[src/sv/ght_pkg.sv]
// Shared types and constants for the generational handle table.
// No dependencies; imported by every ght module and the top level.
package ght_pkg;

    localparam int SLOTS      = 64;
    localparam int DATA_WIDTH = 32;
    localparam int GEN_WIDTH  = 16;
    localparam int SLOT_W     = $clog2(SLOTS);
    localparam int COUNT_W    = $clog2(SLOTS + 1);
    localparam int CMD_W      = 3;
    localparam int STATUS_W   = 2;

    // command codes on the input port
    localparam logic [CMD_W-1:0] CMD_CREATE   = 3'd0;
    localparam logic [CMD_W-1:0] CMD_ERASE    = 3'd1;
    localparam logic [CMD_W-1:0] CMD_GET_REF  = 3'd2;
    localparam logic [CMD_W-1:0] CMD_VALIDATE = 3'd3;
    localparam logic [CMD_W-1:0] CMD_WRITE    = 3'd4;
    localparam logic [CMD_W-1:0] CMD_READ     = 3'd5;

    typedef enum logic [2:0] {
        OP_CREATE,
        OP_ERASE,
        OP_GET_REF,
        OP_VALIDATE,
        OP_WRITE,
        OP_READ,
        OP_NOP
    } t_op;

    typedef enum logic [STATUS_W-1:0] {
        STAT_OK       = 2'd0,
        STAT_FULL     = 2'd1,
        STAT_NOT_LIVE = 2'd2
    } t_status;

    // decoded command as it travels from front to back
    typedef struct packed {
        t_op                   op;
        logic [SLOT_W-1:0]     slot;
        logic [GEN_WIDTH-1:0]  gen;
        logic [DATA_WIDTH-1:0] value;
    } t_cmd_item;

    typedef struct packed {
        logic [SLOT_W-1:0]     slot;
        logic [GEN_WIDTH-1:0]  gen;
        logic [DATA_WIDTH-1:0] data;
        logic                  valid;
        t_status               status;
        logic [COUNT_W-1:0]    count;
    } t_result;

endpackage

[src/sv/ght_front.sv]
// Front end: accepts command beats, decodes them and buffers them in a
// two-entry queue for the back end. Depends on ght_pkg.
module ght_front
    import ght_pkg::*;
(
    input  logic                  i_clk,
    input  logic                  i_rst_n,
    input  logic                  push,
    output logic                  full,
    input  logic [CMD_W-1:0]      i_cmd,
    input  logic [SLOT_W-1:0]     i_slot,
    input  logic [GEN_WIDTH-1:0]  i_gen_in,
    input  logic [DATA_WIDTH-1:0] i_value,
    output logic                  o_item_valid,
    output t_cmd_item             o_item,
    input  logic                  i_item_take
);

    t_cmd_item   r_q [2];
    logic        r_wr_ptr, r_rd_ptr;
    logic [1:0]  r_count;
    t_cmd_item   n_item;
    logic        accept;

    always_comb begin
        n_item.slot  = i_slot;
        n_item.gen   = i_gen_in;
        n_item.value = i_value;
        unique case (i_cmd)
            CMD_CREATE:   n_item.op = OP_CREATE;
            CMD_ERASE:    n_item.op = OP_ERASE;
            CMD_GET_REF:  n_item.op = OP_GET_REF;
            CMD_VALIDATE: n_item.op = OP_VALIDATE;
            CMD_WRITE:    n_item.op = OP_WRITE;
            CMD_READ:     n_item.op = OP_READ;
            default:      n_item.op = OP_NOP;
        endcase
    end

    assign full         = (r_count == 2'd2);
    assign accept       = push && !full;
    assign o_item_valid = (r_count != 2'd0);
    assign o_item       = r_q[r_rd_ptr];

    always_ff @(posedge i_clk) begin
        if (accept) begin
            r_q[r_wr_ptr] <= n_item;
        end
    end

    always_ff @(posedge i_clk) begin
        if (!i_rst_n) begin
            r_wr_ptr <= 1'b0;
            r_rd_ptr <= 1'b0;
            r_count  <= 2'd0;
        end else begin
            if (accept) begin
                r_wr_ptr <= ~r_wr_ptr;
            end
            if (i_item_take) begin
                r_rd_ptr <= ~r_rd_ptr;
            end
            unique case ({accept, i_item_take})
                2'b10:   r_count <= r_count + 2'd1;
                2'b01:   r_count <= r_count - 2'd1;
                default: r_count <= r_count;
            endcase
        end
    end

endmodule

[src/sv/ght_back.sv]
// Back end: live flags, generation and data memories, live total.
// Reads a slot, then updates it and emits one result. Depends on ght_pkg.
module ght_back
    import ght_pkg::*;
(
    input  logic      i_clk,
    input  logic      i_rst_n,
    input  logic      i_item_valid,
    input  t_cmd_item i_item,
    output logic      o_item_take,
    output logic      o_res_push,
    output t_result   o_res,
    input  logic      i_res_full
);

    typedef enum logic {
        S_IDLE,
        S_EXEC
    } t_state;

    t_state                r_state;
    t_cmd_item             r_item;
    logic [SLOT_W-1:0]     r_slot;
    logic                  r_found;
    logic [SLOTS-1:0]      r_live;
    logic [SLOTS-1:0]      r_gen_ok;   // generation entry has been written
    logic [SLOTS-1:0]      r_data_ok;  // data entry holds a written word
    logic [COUNT_W-1:0]    r_total;

    logic [GEN_WIDTH-1:0]  mem_gen  [SLOTS];
    logic [DATA_WIDTH-1:0] mem_data [SLOTS];
    logic [GEN_WIDTH-1:0]  r_gen_rd;
    logic [DATA_WIDTH-1:0] r_data_rd;

    logic                  free_found;
    logic [SLOT_W-1:0]     free_idx;
    logic [SLOT_W-1:0]     tgt;
    logic                  start, finish;
    logic                  gen_we, data_we;
    logic [GEN_WIDTH-1:0]  gen_cur, gen_new;
    logic [DATA_WIDTH-1:0] data_cur;
    logic                  live_cur;
    t_result               res;

    // lowest free slot
    always_comb begin
        free_found = 1'b0;
        free_idx   = '0;
        for (int k = SLOTS - 1; k >= 0; k--) begin
            if (!r_live[k]) begin
                free_found = 1'b1;
                free_idx   = SLOT_W'(k);
            end
        end
    end

    assign tgt         = (i_item.op == OP_CREATE) ? free_idx : i_item.slot;
    assign start       = (r_state == S_IDLE) && i_item_valid;
    assign finish      = (r_state == S_EXEC) && !i_res_full;
    assign o_item_take = start;

    assign live_cur = r_live[r_slot];
    assign gen_cur  = r_gen_ok[r_slot] ? r_gen_rd : '0;
    assign data_cur = r_data_ok[r_slot] ? r_data_rd : '0;
    assign gen_new  = gen_cur + GEN_WIDTH'(1);
    assign gen_we   = finish && (r_item.op == OP_CREATE) && r_found;
    assign data_we  = finish && (r_item.op == OP_WRITE);

    always_ff @(posedge i_clk) begin
        if (start) begin
            r_gen_rd  <= mem_gen[tgt];
            r_data_rd <= mem_data[tgt];
        end
        if (gen_we) begin
            mem_gen[r_slot] <= gen_new;
        end
        if (data_we) begin
            mem_data[r_slot] <= r_item.value;
        end
    end

    always_comb begin
        res.slot   = r_slot;
        res.gen    = gen_cur;
        res.data   = data_cur;
        res.valid  = 1'b0;
        res.status = STAT_OK;
        res.count  = r_total;
        unique case (r_item.op)
            OP_CREATE: begin
                if (r_found) begin
                    res.gen   = gen_new;
                    res.data  = '0;
                    res.count = r_total + COUNT_W'(1);
                end else begin
                    res.slot   = '0;
                    res.gen    = '0;
                    res.data   = '0;
                    res.status = STAT_FULL;
                end
            end
            OP_ERASE: begin
                res.data = '0;
                if (live_cur) begin
                    res.count = r_total - COUNT_W'(1);
                end else begin
                    res.status = STAT_NOT_LIVE;
                end
            end
            OP_VALIDATE: res.valid = live_cur && (gen_cur == r_item.gen);
            OP_WRITE:    res.data  = r_item.value;
            OP_GET_REF, OP_READ, OP_NOP: begin
            end
            default: begin
            end
        endcase
    end

    assign o_res      = res;
    assign o_res_push = finish;

    always_ff @(posedge i_clk) begin
        if (!i_rst_n) begin
            r_state   <= S_IDLE;
            r_live    <= '0;
            r_gen_ok  <= '0;
            r_data_ok <= '0;
            r_total   <= '0;
        end else begin
            unique case (r_state)
                S_IDLE: begin
                    if (start) begin
                        r_item  <= i_item;
                        r_slot  <= tgt;
                        r_found <= free_found;
                        r_state <= S_EXEC;
                    end
                end
                S_EXEC: begin
                    if (finish) begin
                        r_total <= res.count;
                        unique case (r_item.op)
                            OP_CREATE: begin
                                if (r_found) begin
                                    r_live[r_slot]    <= 1'b1;
                                    r_gen_ok[r_slot]  <= 1'b1;
                                    r_data_ok[r_slot] <= 1'b0;
                                end
                            end
                            OP_ERASE: begin
                                r_live[r_slot]    <= 1'b0;
                                r_data_ok[r_slot] <= 1'b0;
                            end
                            OP_WRITE: r_data_ok[r_slot] <= 1'b1;
                            default: begin
                            end
                        endcase
                        r_state <= S_IDLE;
                    end
                end
                default: r_state <= S_IDLE;
            endcase
        end
    end

endmodule

[src/sv/ght_res_q.sv]
// Two-entry result queue presenting empty/pop to the consumer.
// Depends on ght_pkg.
module ght_res_q
    import ght_pkg::*;
(
    input  logic    i_clk,
    input  logic    i_rst_n,
    input  logic    i_res_push,
    input  t_result i_res,
    output logic    o_res_full,
    output logic    empty,
    input  logic    pop,
    output t_result o_head
);

    t_result    r_q [2];
    logic       r_wr_ptr, r_rd_ptr;
    logic [1:0] r_count;
    logic       do_pop;

    assign o_res_full = (r_count == 2'd2);
    assign empty      = (r_count == 2'd0);
    assign do_pop     = pop && !empty;
    assign o_head     = r_q[r_rd_ptr];

    always_ff @(posedge i_clk) begin
        if (i_res_push) begin
            r_q[r_wr_ptr] <= i_res;
        end
    end

    always_ff @(posedge i_clk) begin
        if (!i_rst_n) begin
            r_wr_ptr <= 1'b0;
            r_rd_ptr <= 1'b0;
            r_count  <= 2'd0;
        end else begin
            if (i_res_push) begin
                r_wr_ptr <= ~r_wr_ptr;
            end
            if (do_pop) begin
                r_rd_ptr <= ~r_rd_ptr;
            end
            unique case ({i_res_push, do_pop})
                2'b10:   r_count <= r_count + 2'd1;
                2'b01:   r_count <= r_count - 2'd1;
                default: r_count <= r_count;
            endcase
        end
    end

endmodule

[src/sv/generational_handle_table.sv]
// Generational handle table: create/erase/get_ref/validate/write/read on 64 slots.
// A command beat accepted into the front queue is taken by the back end, read, then updated and pushed
// into the result queue (empty low); the back end handles one command at a time while the front queues more.
// Reset (synchronous, active low) clears live flags, written marks and the live total
// at once; no clearing pass, commands are accepted as soon as reset is released.
// Depends on ght_pkg, ght_front, ght_back, ght_res_q.
module generational_handle_table
    import ght_pkg::*;
(
    input  logic                  i_clk,
    input  logic                  i_rst_n,
    // command side
    input  logic                  push,
    output logic                  full,
    input  logic [CMD_W-1:0]      i_cmd,
    input  logic [SLOT_W-1:0]     i_slot,
    input  logic [GEN_WIDTH-1:0]  i_gen_in,
    input  logic [DATA_WIDTH-1:0] i_value,
    // result side
    output logic                  empty,
    input  logic                  pop,
    output logic [SLOT_W-1:0]     o_slot_out,
    output logic [GEN_WIDTH-1:0]  o_gen_out,
    output logic [DATA_WIDTH-1:0] o_data_out,
    output logic                  o_valid_res,
    output logic [STATUS_W-1:0]   o_status,
    output logic [COUNT_W-1:0]    o_live_count
);

    // front -> back command queue handoff
    logic      item_valid;
    logic      item_take;
    t_cmd_item item;

    // back -> result queue
    logic      res_push;
    logic      res_full;
    t_result   res;
    t_result   head;

    // Front: decodes the command code (unused codes become a no-op) and
    // buffers up to two beats so the producer is not held by the back end.
    ght_front u_front (
        .i_clk        (i_clk),
        .i_rst_n      (i_rst_n),
        .push         (push),
        .full         (full),
        .i_cmd        (i_cmd),
        .i_slot       (i_slot),
        .i_gen_in     (i_gen_in),
        .i_value      (i_value),
        .o_item_valid (item_valid),
        .o_item       (item),
        .i_item_take  (item_take)
    );

    // Back: one command at a time. The idle state picks the slot (lowest free
    // for create) and reads its memories; the exec state then updates state and
    // emits the result, waiting there while the result queue is full.
    ght_back u_back (
        .i_clk        (i_clk),
        .i_rst_n      (i_rst_n),
        .i_item_valid (item_valid),
        .i_item       (item),
        .o_item_take  (item_take),
        .o_res_push   (res_push),
        .o_res        (res),
        .i_res_full   (res_full)
    );

    // Result queue decouples the consumer's pop from the back end.
    ght_res_q u_res_q (
        .i_clk      (i_clk),
        .i_rst_n    (i_rst_n),
        .i_res_push (res_push),
        .i_res      (res),
        .o_res_full (res_full),
        .empty      (empty),
        .pop        (pop),
        .o_head     (head)
    );

    assign o_slot_out   = head.slot;
    assign o_gen_out    = head.gen;
    assign o_data_out   = head.data;
    assign o_valid_res  = head.valid;
    assign o_status     = head.status;
    assign o_live_count = head.count;

endmodule
[config.mk]
export PLATFORM = sky130hd
export DESIGN_NAME = generational_handle_table
export DESIGN_NICKNAME = d
export VERILOG_FILES = /design/src/sv/ght_pkg.sv /design/src/sv/ght_front.sv /design/src/sv/ght_back.sv /design/src/sv/ght_res_q.sv /design/src/sv/generational_handle_table.sv
export SDC_FILE = /design/constraint.sdc
export NUM_CORES = 2
export LEC_CHECK = 0
export BUFFER_PORTS_ARGS = -buffer_cell sky130_fd_sc_hd__buf_2
export CAP_MARGIN = 15
export CORE_ASPECT_RATIO = 1.2
export CORE_MARGIN = 2
export CORE_UTILIZATION = 59
export CTS_BUF_LIST = sky130_fd_sc_hd__clkbuf_8
export DETAILED_ROUTE_END_ITERATION = 7
export GPL_ROUTABILITY_DRIVEN = 0
export GPL_TIMING_DRIVEN = 1
export PLACE_DENSITY = 0.78
export RECOVER_POWER = 100
export SYNTH_ARGS = -nofsm -noshare
export SYNTH_HDL_FRONTEND = slang
export SYNTH_SLANG_ARGS = --single-unit
[constraint.sdc]
create_clock -name i_clk -period 5.5 [get_ports i_clk]
set_input_delay 0.55 -clock i_clk [delete_from_list [all_inputs] [get_ports i_clk]]
set_output_delay 0.55 -clock i_clk [all_outputs]
set_load 0.005 [all_outputs]
==> key figures <==
Cells and area
  – Layout Area Growth over Synthesis: 12.16%
  – Fillers: 15910
  – Final Cell Area: 162100 um^2
  – Fin nets: 10540
  – Layout cell share with drive strength beyond 1: 14.05%
  – Final Non-Filler Cells: 14140

Power
  – PD cells: 453.2 nW/um^2
  – Tot Pwr: 73.49 mW
  – Worst VDD drop: 0.0004145 V
  – Lkg Pwr: 56.25 nW

CTS
  – Bufs on Longest Clock Path: 4
  – CTS buffer count: 568
  – Post-CTS setup buffer count: 0
  – Clk slew on worst S/H paths: 60 ps
  – CTS Sinks: 3630
  – Clock root buffer: clkbuf_8
  – CTS tree: built
  – Worst skew pair latency: 1190 ps
  – H-tree level count: 6

Status
  – Failing checks: capacitance limit, slew limit, setup timing
  – Outcome: complete, but fails checks

GRT
  – Total grt overflow: 0
  – Pin count of the biggest net entering global routing: 109
  – GRT Total Usage: 34.43%
  – Met1 usage: 41.73%
  – Busiest grt layer: met2
  – Grt met3 use: 8.345%
  – Vias in the first global route: 92950
  – Met2 Use GR: 53.27%
  – First-pass GRT wire length: 622.4 mm
  – Initial antenna violation count: 31

Worst setup path
  – Worst Path Buf+Inv: 4
  – Worst Setup End Kind: flip-flop
  – Req. time, crit path: 6480 ps
  – Critical path fanouts, max: 45
  – CP delay by family, top: compound AO/OA/AOI/OAI gates
  – Data arrival, critical path: 6550 ps
  – Startpoint Class: flip-flop
  – Crit path top cell by count: buf_12
  – Cell chain of the critical path: or3_1 > mux2_4 > o32a_1 > and3b_1 > a22o_4 > inv_8 > buf_12 > buf_12 > clkbuf_2 > nand2_1 > a21oi_1 > o31ai_1 > a221oi_1 > or4_1
  – Setup Crit Path Kind: reg -> reg
  – Slowest CP cell: a221oi_1
  – Max incr delay on CP: 1090 ps

STA
  – Setup-failing EPs final: 16
  – Skew final: 78.72 ps
  – Fin. max-slew vios: 3504
  – F_max: 0.1795 GHz
  – Actual slew at the worst max-slew pin: 3817 ps
  – Tcrit/Tclk final: 101.3%
  – Worst Slack Setup Final: -71.30 ps
  – Final Hold Viols: 0
  – Min Hold Slack: 142.8 ps
  – Fin crit period: 5571 ps
  – Worst slew margin: -154.5%
  – RSZ-0062 raised after global routing: false

Logic synthesis
  – Post-Synth Adder-Cell Area: 0.04328%
  – Largest family of logic cells by synthesized area: simple AND/OR/NAND/NOR gates
  – Synth async-reset ratio: 0%
  – Mean post-synth cell area: 14.67 um^2
  – Compound-cell area share of the yosys netlist: 6.370%
  – Number of synthesized flops with an enable pin: 3420
  – Mux contribution to synthesized area: 8.150%
  – Mapped Nets: 9923
  – FF+latch count, synth: 3630
  – Top cells by count, synth: 3420 x edfxtp_1, 1741 x nand2_1, 874 x mux2i_1
  – Mapped cell area: 144600 um^2
  – Count leader, synth: edfxtp_1
  – Mapped Cells: 9857
  – Post-synth top area share: 71.04%
  – Primary FF master, synth: edfxtp_1
  – Largest area contributor in the netlist: edfxtp_1
  – Unique masters post-synth: 80
  – Register area share after synthesis: 73.95%
  – Synth Warn #: 0
  – XOR/XNOR Fraction of Synth Area: 0.2545%
  – Synth top area cells: edfxtp_1 71%, mux2i_1 6.1%, nand2_1 4.5%
  – Simple-gate area share of the yosys netlist: 9.303%

Hold path
  – Min-delay worst type: in -> reg

Detailed routing
  – Residual DRC count: 0
  – Avg WL per Cell: 30.98 um
  – Vias per cell: 6.695
  – Antenna Nets Post-Route: 0
  – Detailed-route via count: 94680
  – Final WL: 438.2 mm
  – Number of DRC violations after detailed-routing iteration 0: 15730
  – 1st-pass router iterations: 8

Floorplanning
  – IO Count: 127
  – Initial core utilization: 59.18%
  – Die Y: 546.2 um
  – Total core area: 244300 um^2
  – Standard-cell rows: 199
  – Die Wd: 455.9 um
  – Die area: 249000 um^2

Placement
  – Final HPWL DP: 257.9 mm
  – Pre-CTS WS: 104.4 ps
  – Area of placed instances: 152000 um^2
  – DP Cell Count: 13060
  – # port buffers: 126

Job
  – Maxcap violations: 77
==> flip-flops by register name (all words and copies together) (netlist names), named ones only <==
| register | count |
|---|---|
| u_back.mem_data | 2048 |
| u_back.mem_gen | 1024 |
| u_back.r_data_rd | 32 |
| u_back.r_found | 1 |
| u_back.r_gen_ok | 64 |
| u_back.r_gen_rd | 16 |
| u_back.r_item | 51 |
| u_back.r_slot | 6 |
| u_back.r_state | 1 |
| u_back.r_total | 7 |
| u_front.r_count | 2 |
| u_front.r_q | 114 |
| u_front.r_rd_ptr | 1 |
| u_front.r_wr_ptr | 1 |
| u_res_q.r_count | 2 |
| u_res_q.r_q | 128 |
| u_res_q.r_rd_ptr | 1 |
| u_res_q.r_wr_ptr | 1 |
==> per-layer routing <==
layer,vias to the layer above,wire (um)
met4,18,40730
met3,1828,57340
met2,7993,199600
li1,38800,-
met5,-,126
met1,46040,140400
==> logic make-up after synthesis <==
logic type / count (synthesis)
and+or+nand+nor: 3096
xor gates and xnor gates: 42
AOI/OAI and AO/OA: 1342
buffers and inverters: 667
adders and majority gates: 5
muxes: 1075
DFF: 3630
==> path summary, 6_finish.rpt <==
path,from,end,slack [ps],cells past startpoint
worst max register to register,u_front.r_q[1][54],u_back.r_data_rd[15],-70,14
worst min register to register,u_back.r_gen_ok[6],u_back.r_gen_ok[6],470,1
worst min-delay path,i_value[12],u_front.r_q[1][12],140,2
worst max-delay path,u_front.r_q[1][54],u_back.r_data_rd[15],-70,14
==> area by class of cell <==
| cell class | count | area [um^2] | share of cell area, % |
|---|---|---|---|
| antenna | 30 | 75.07 | 0.04630 |
| clock buffer | 600 | 8258 | 5.093 |
| clock inverter | 389 | 2158 | 1.331 |
| inverter | 42 | 185.2 | 0.1142 |
| multi-input combinational | 5561 | 35710 | 22.02 |
| sequential | 3630 | 106900 | 65.93 |
| tap | 3216 | 4024 | 2.482 |
| timing repair buffer | 674 | 4833 | 2.981 |
==> report_power, final <==
group	internal [mW]	switching [mW]	total [mW]
sequential	32.4	0.835	33.3
combinational	5.61	13.2	18.8
clock	10.9	10.4	21.4
total	49.0	24.5	73.5
==> through the flow <==
step           util, %  TNS (ps)
4_1_cts          66.76         0
6_report         66.38    -381.7
5_1_grt          66.37         0
2_1_floorplan        -         0
3_5_place_dp     62.25         0
3_3_place_gp     62.22     -1241
==> cells in the final DEF, fill, tap and decap left out, drive strengths merged, types with 18 or more instances in the layout <==
cell,n
a2111oi,59
a211oi,53
a21oi,407
a221oi,44
a22o,40
a22oi,31
a311oi,45
a31oi,54
a32oi,24
and2,28
and3,21
buf,334
bufinv,18
clkbuf,880
clkinv,173
dfxtp,210
diode,30
dlygate4sd3,60
edfxtp,3420
inv,228
mux2,133
mux2i,874
mux4,68
nand2,1741
nand3,632
nand4,30
nor2,339
nor2b,63
nor3,54
nor4,76
o21a,206
o21ai,79
o221ai,53
o22ai,94
o32ai,24
or4,39
xnor2,34
==> timing repair <==
item	CTS	global route
gates resized for setup	0	1
endpoints found under the setup margin	0	20
hold buffers	60	0
endpoints found under the hold margin	130	0
Note: power is estimated with default switching activity, not from simulation.
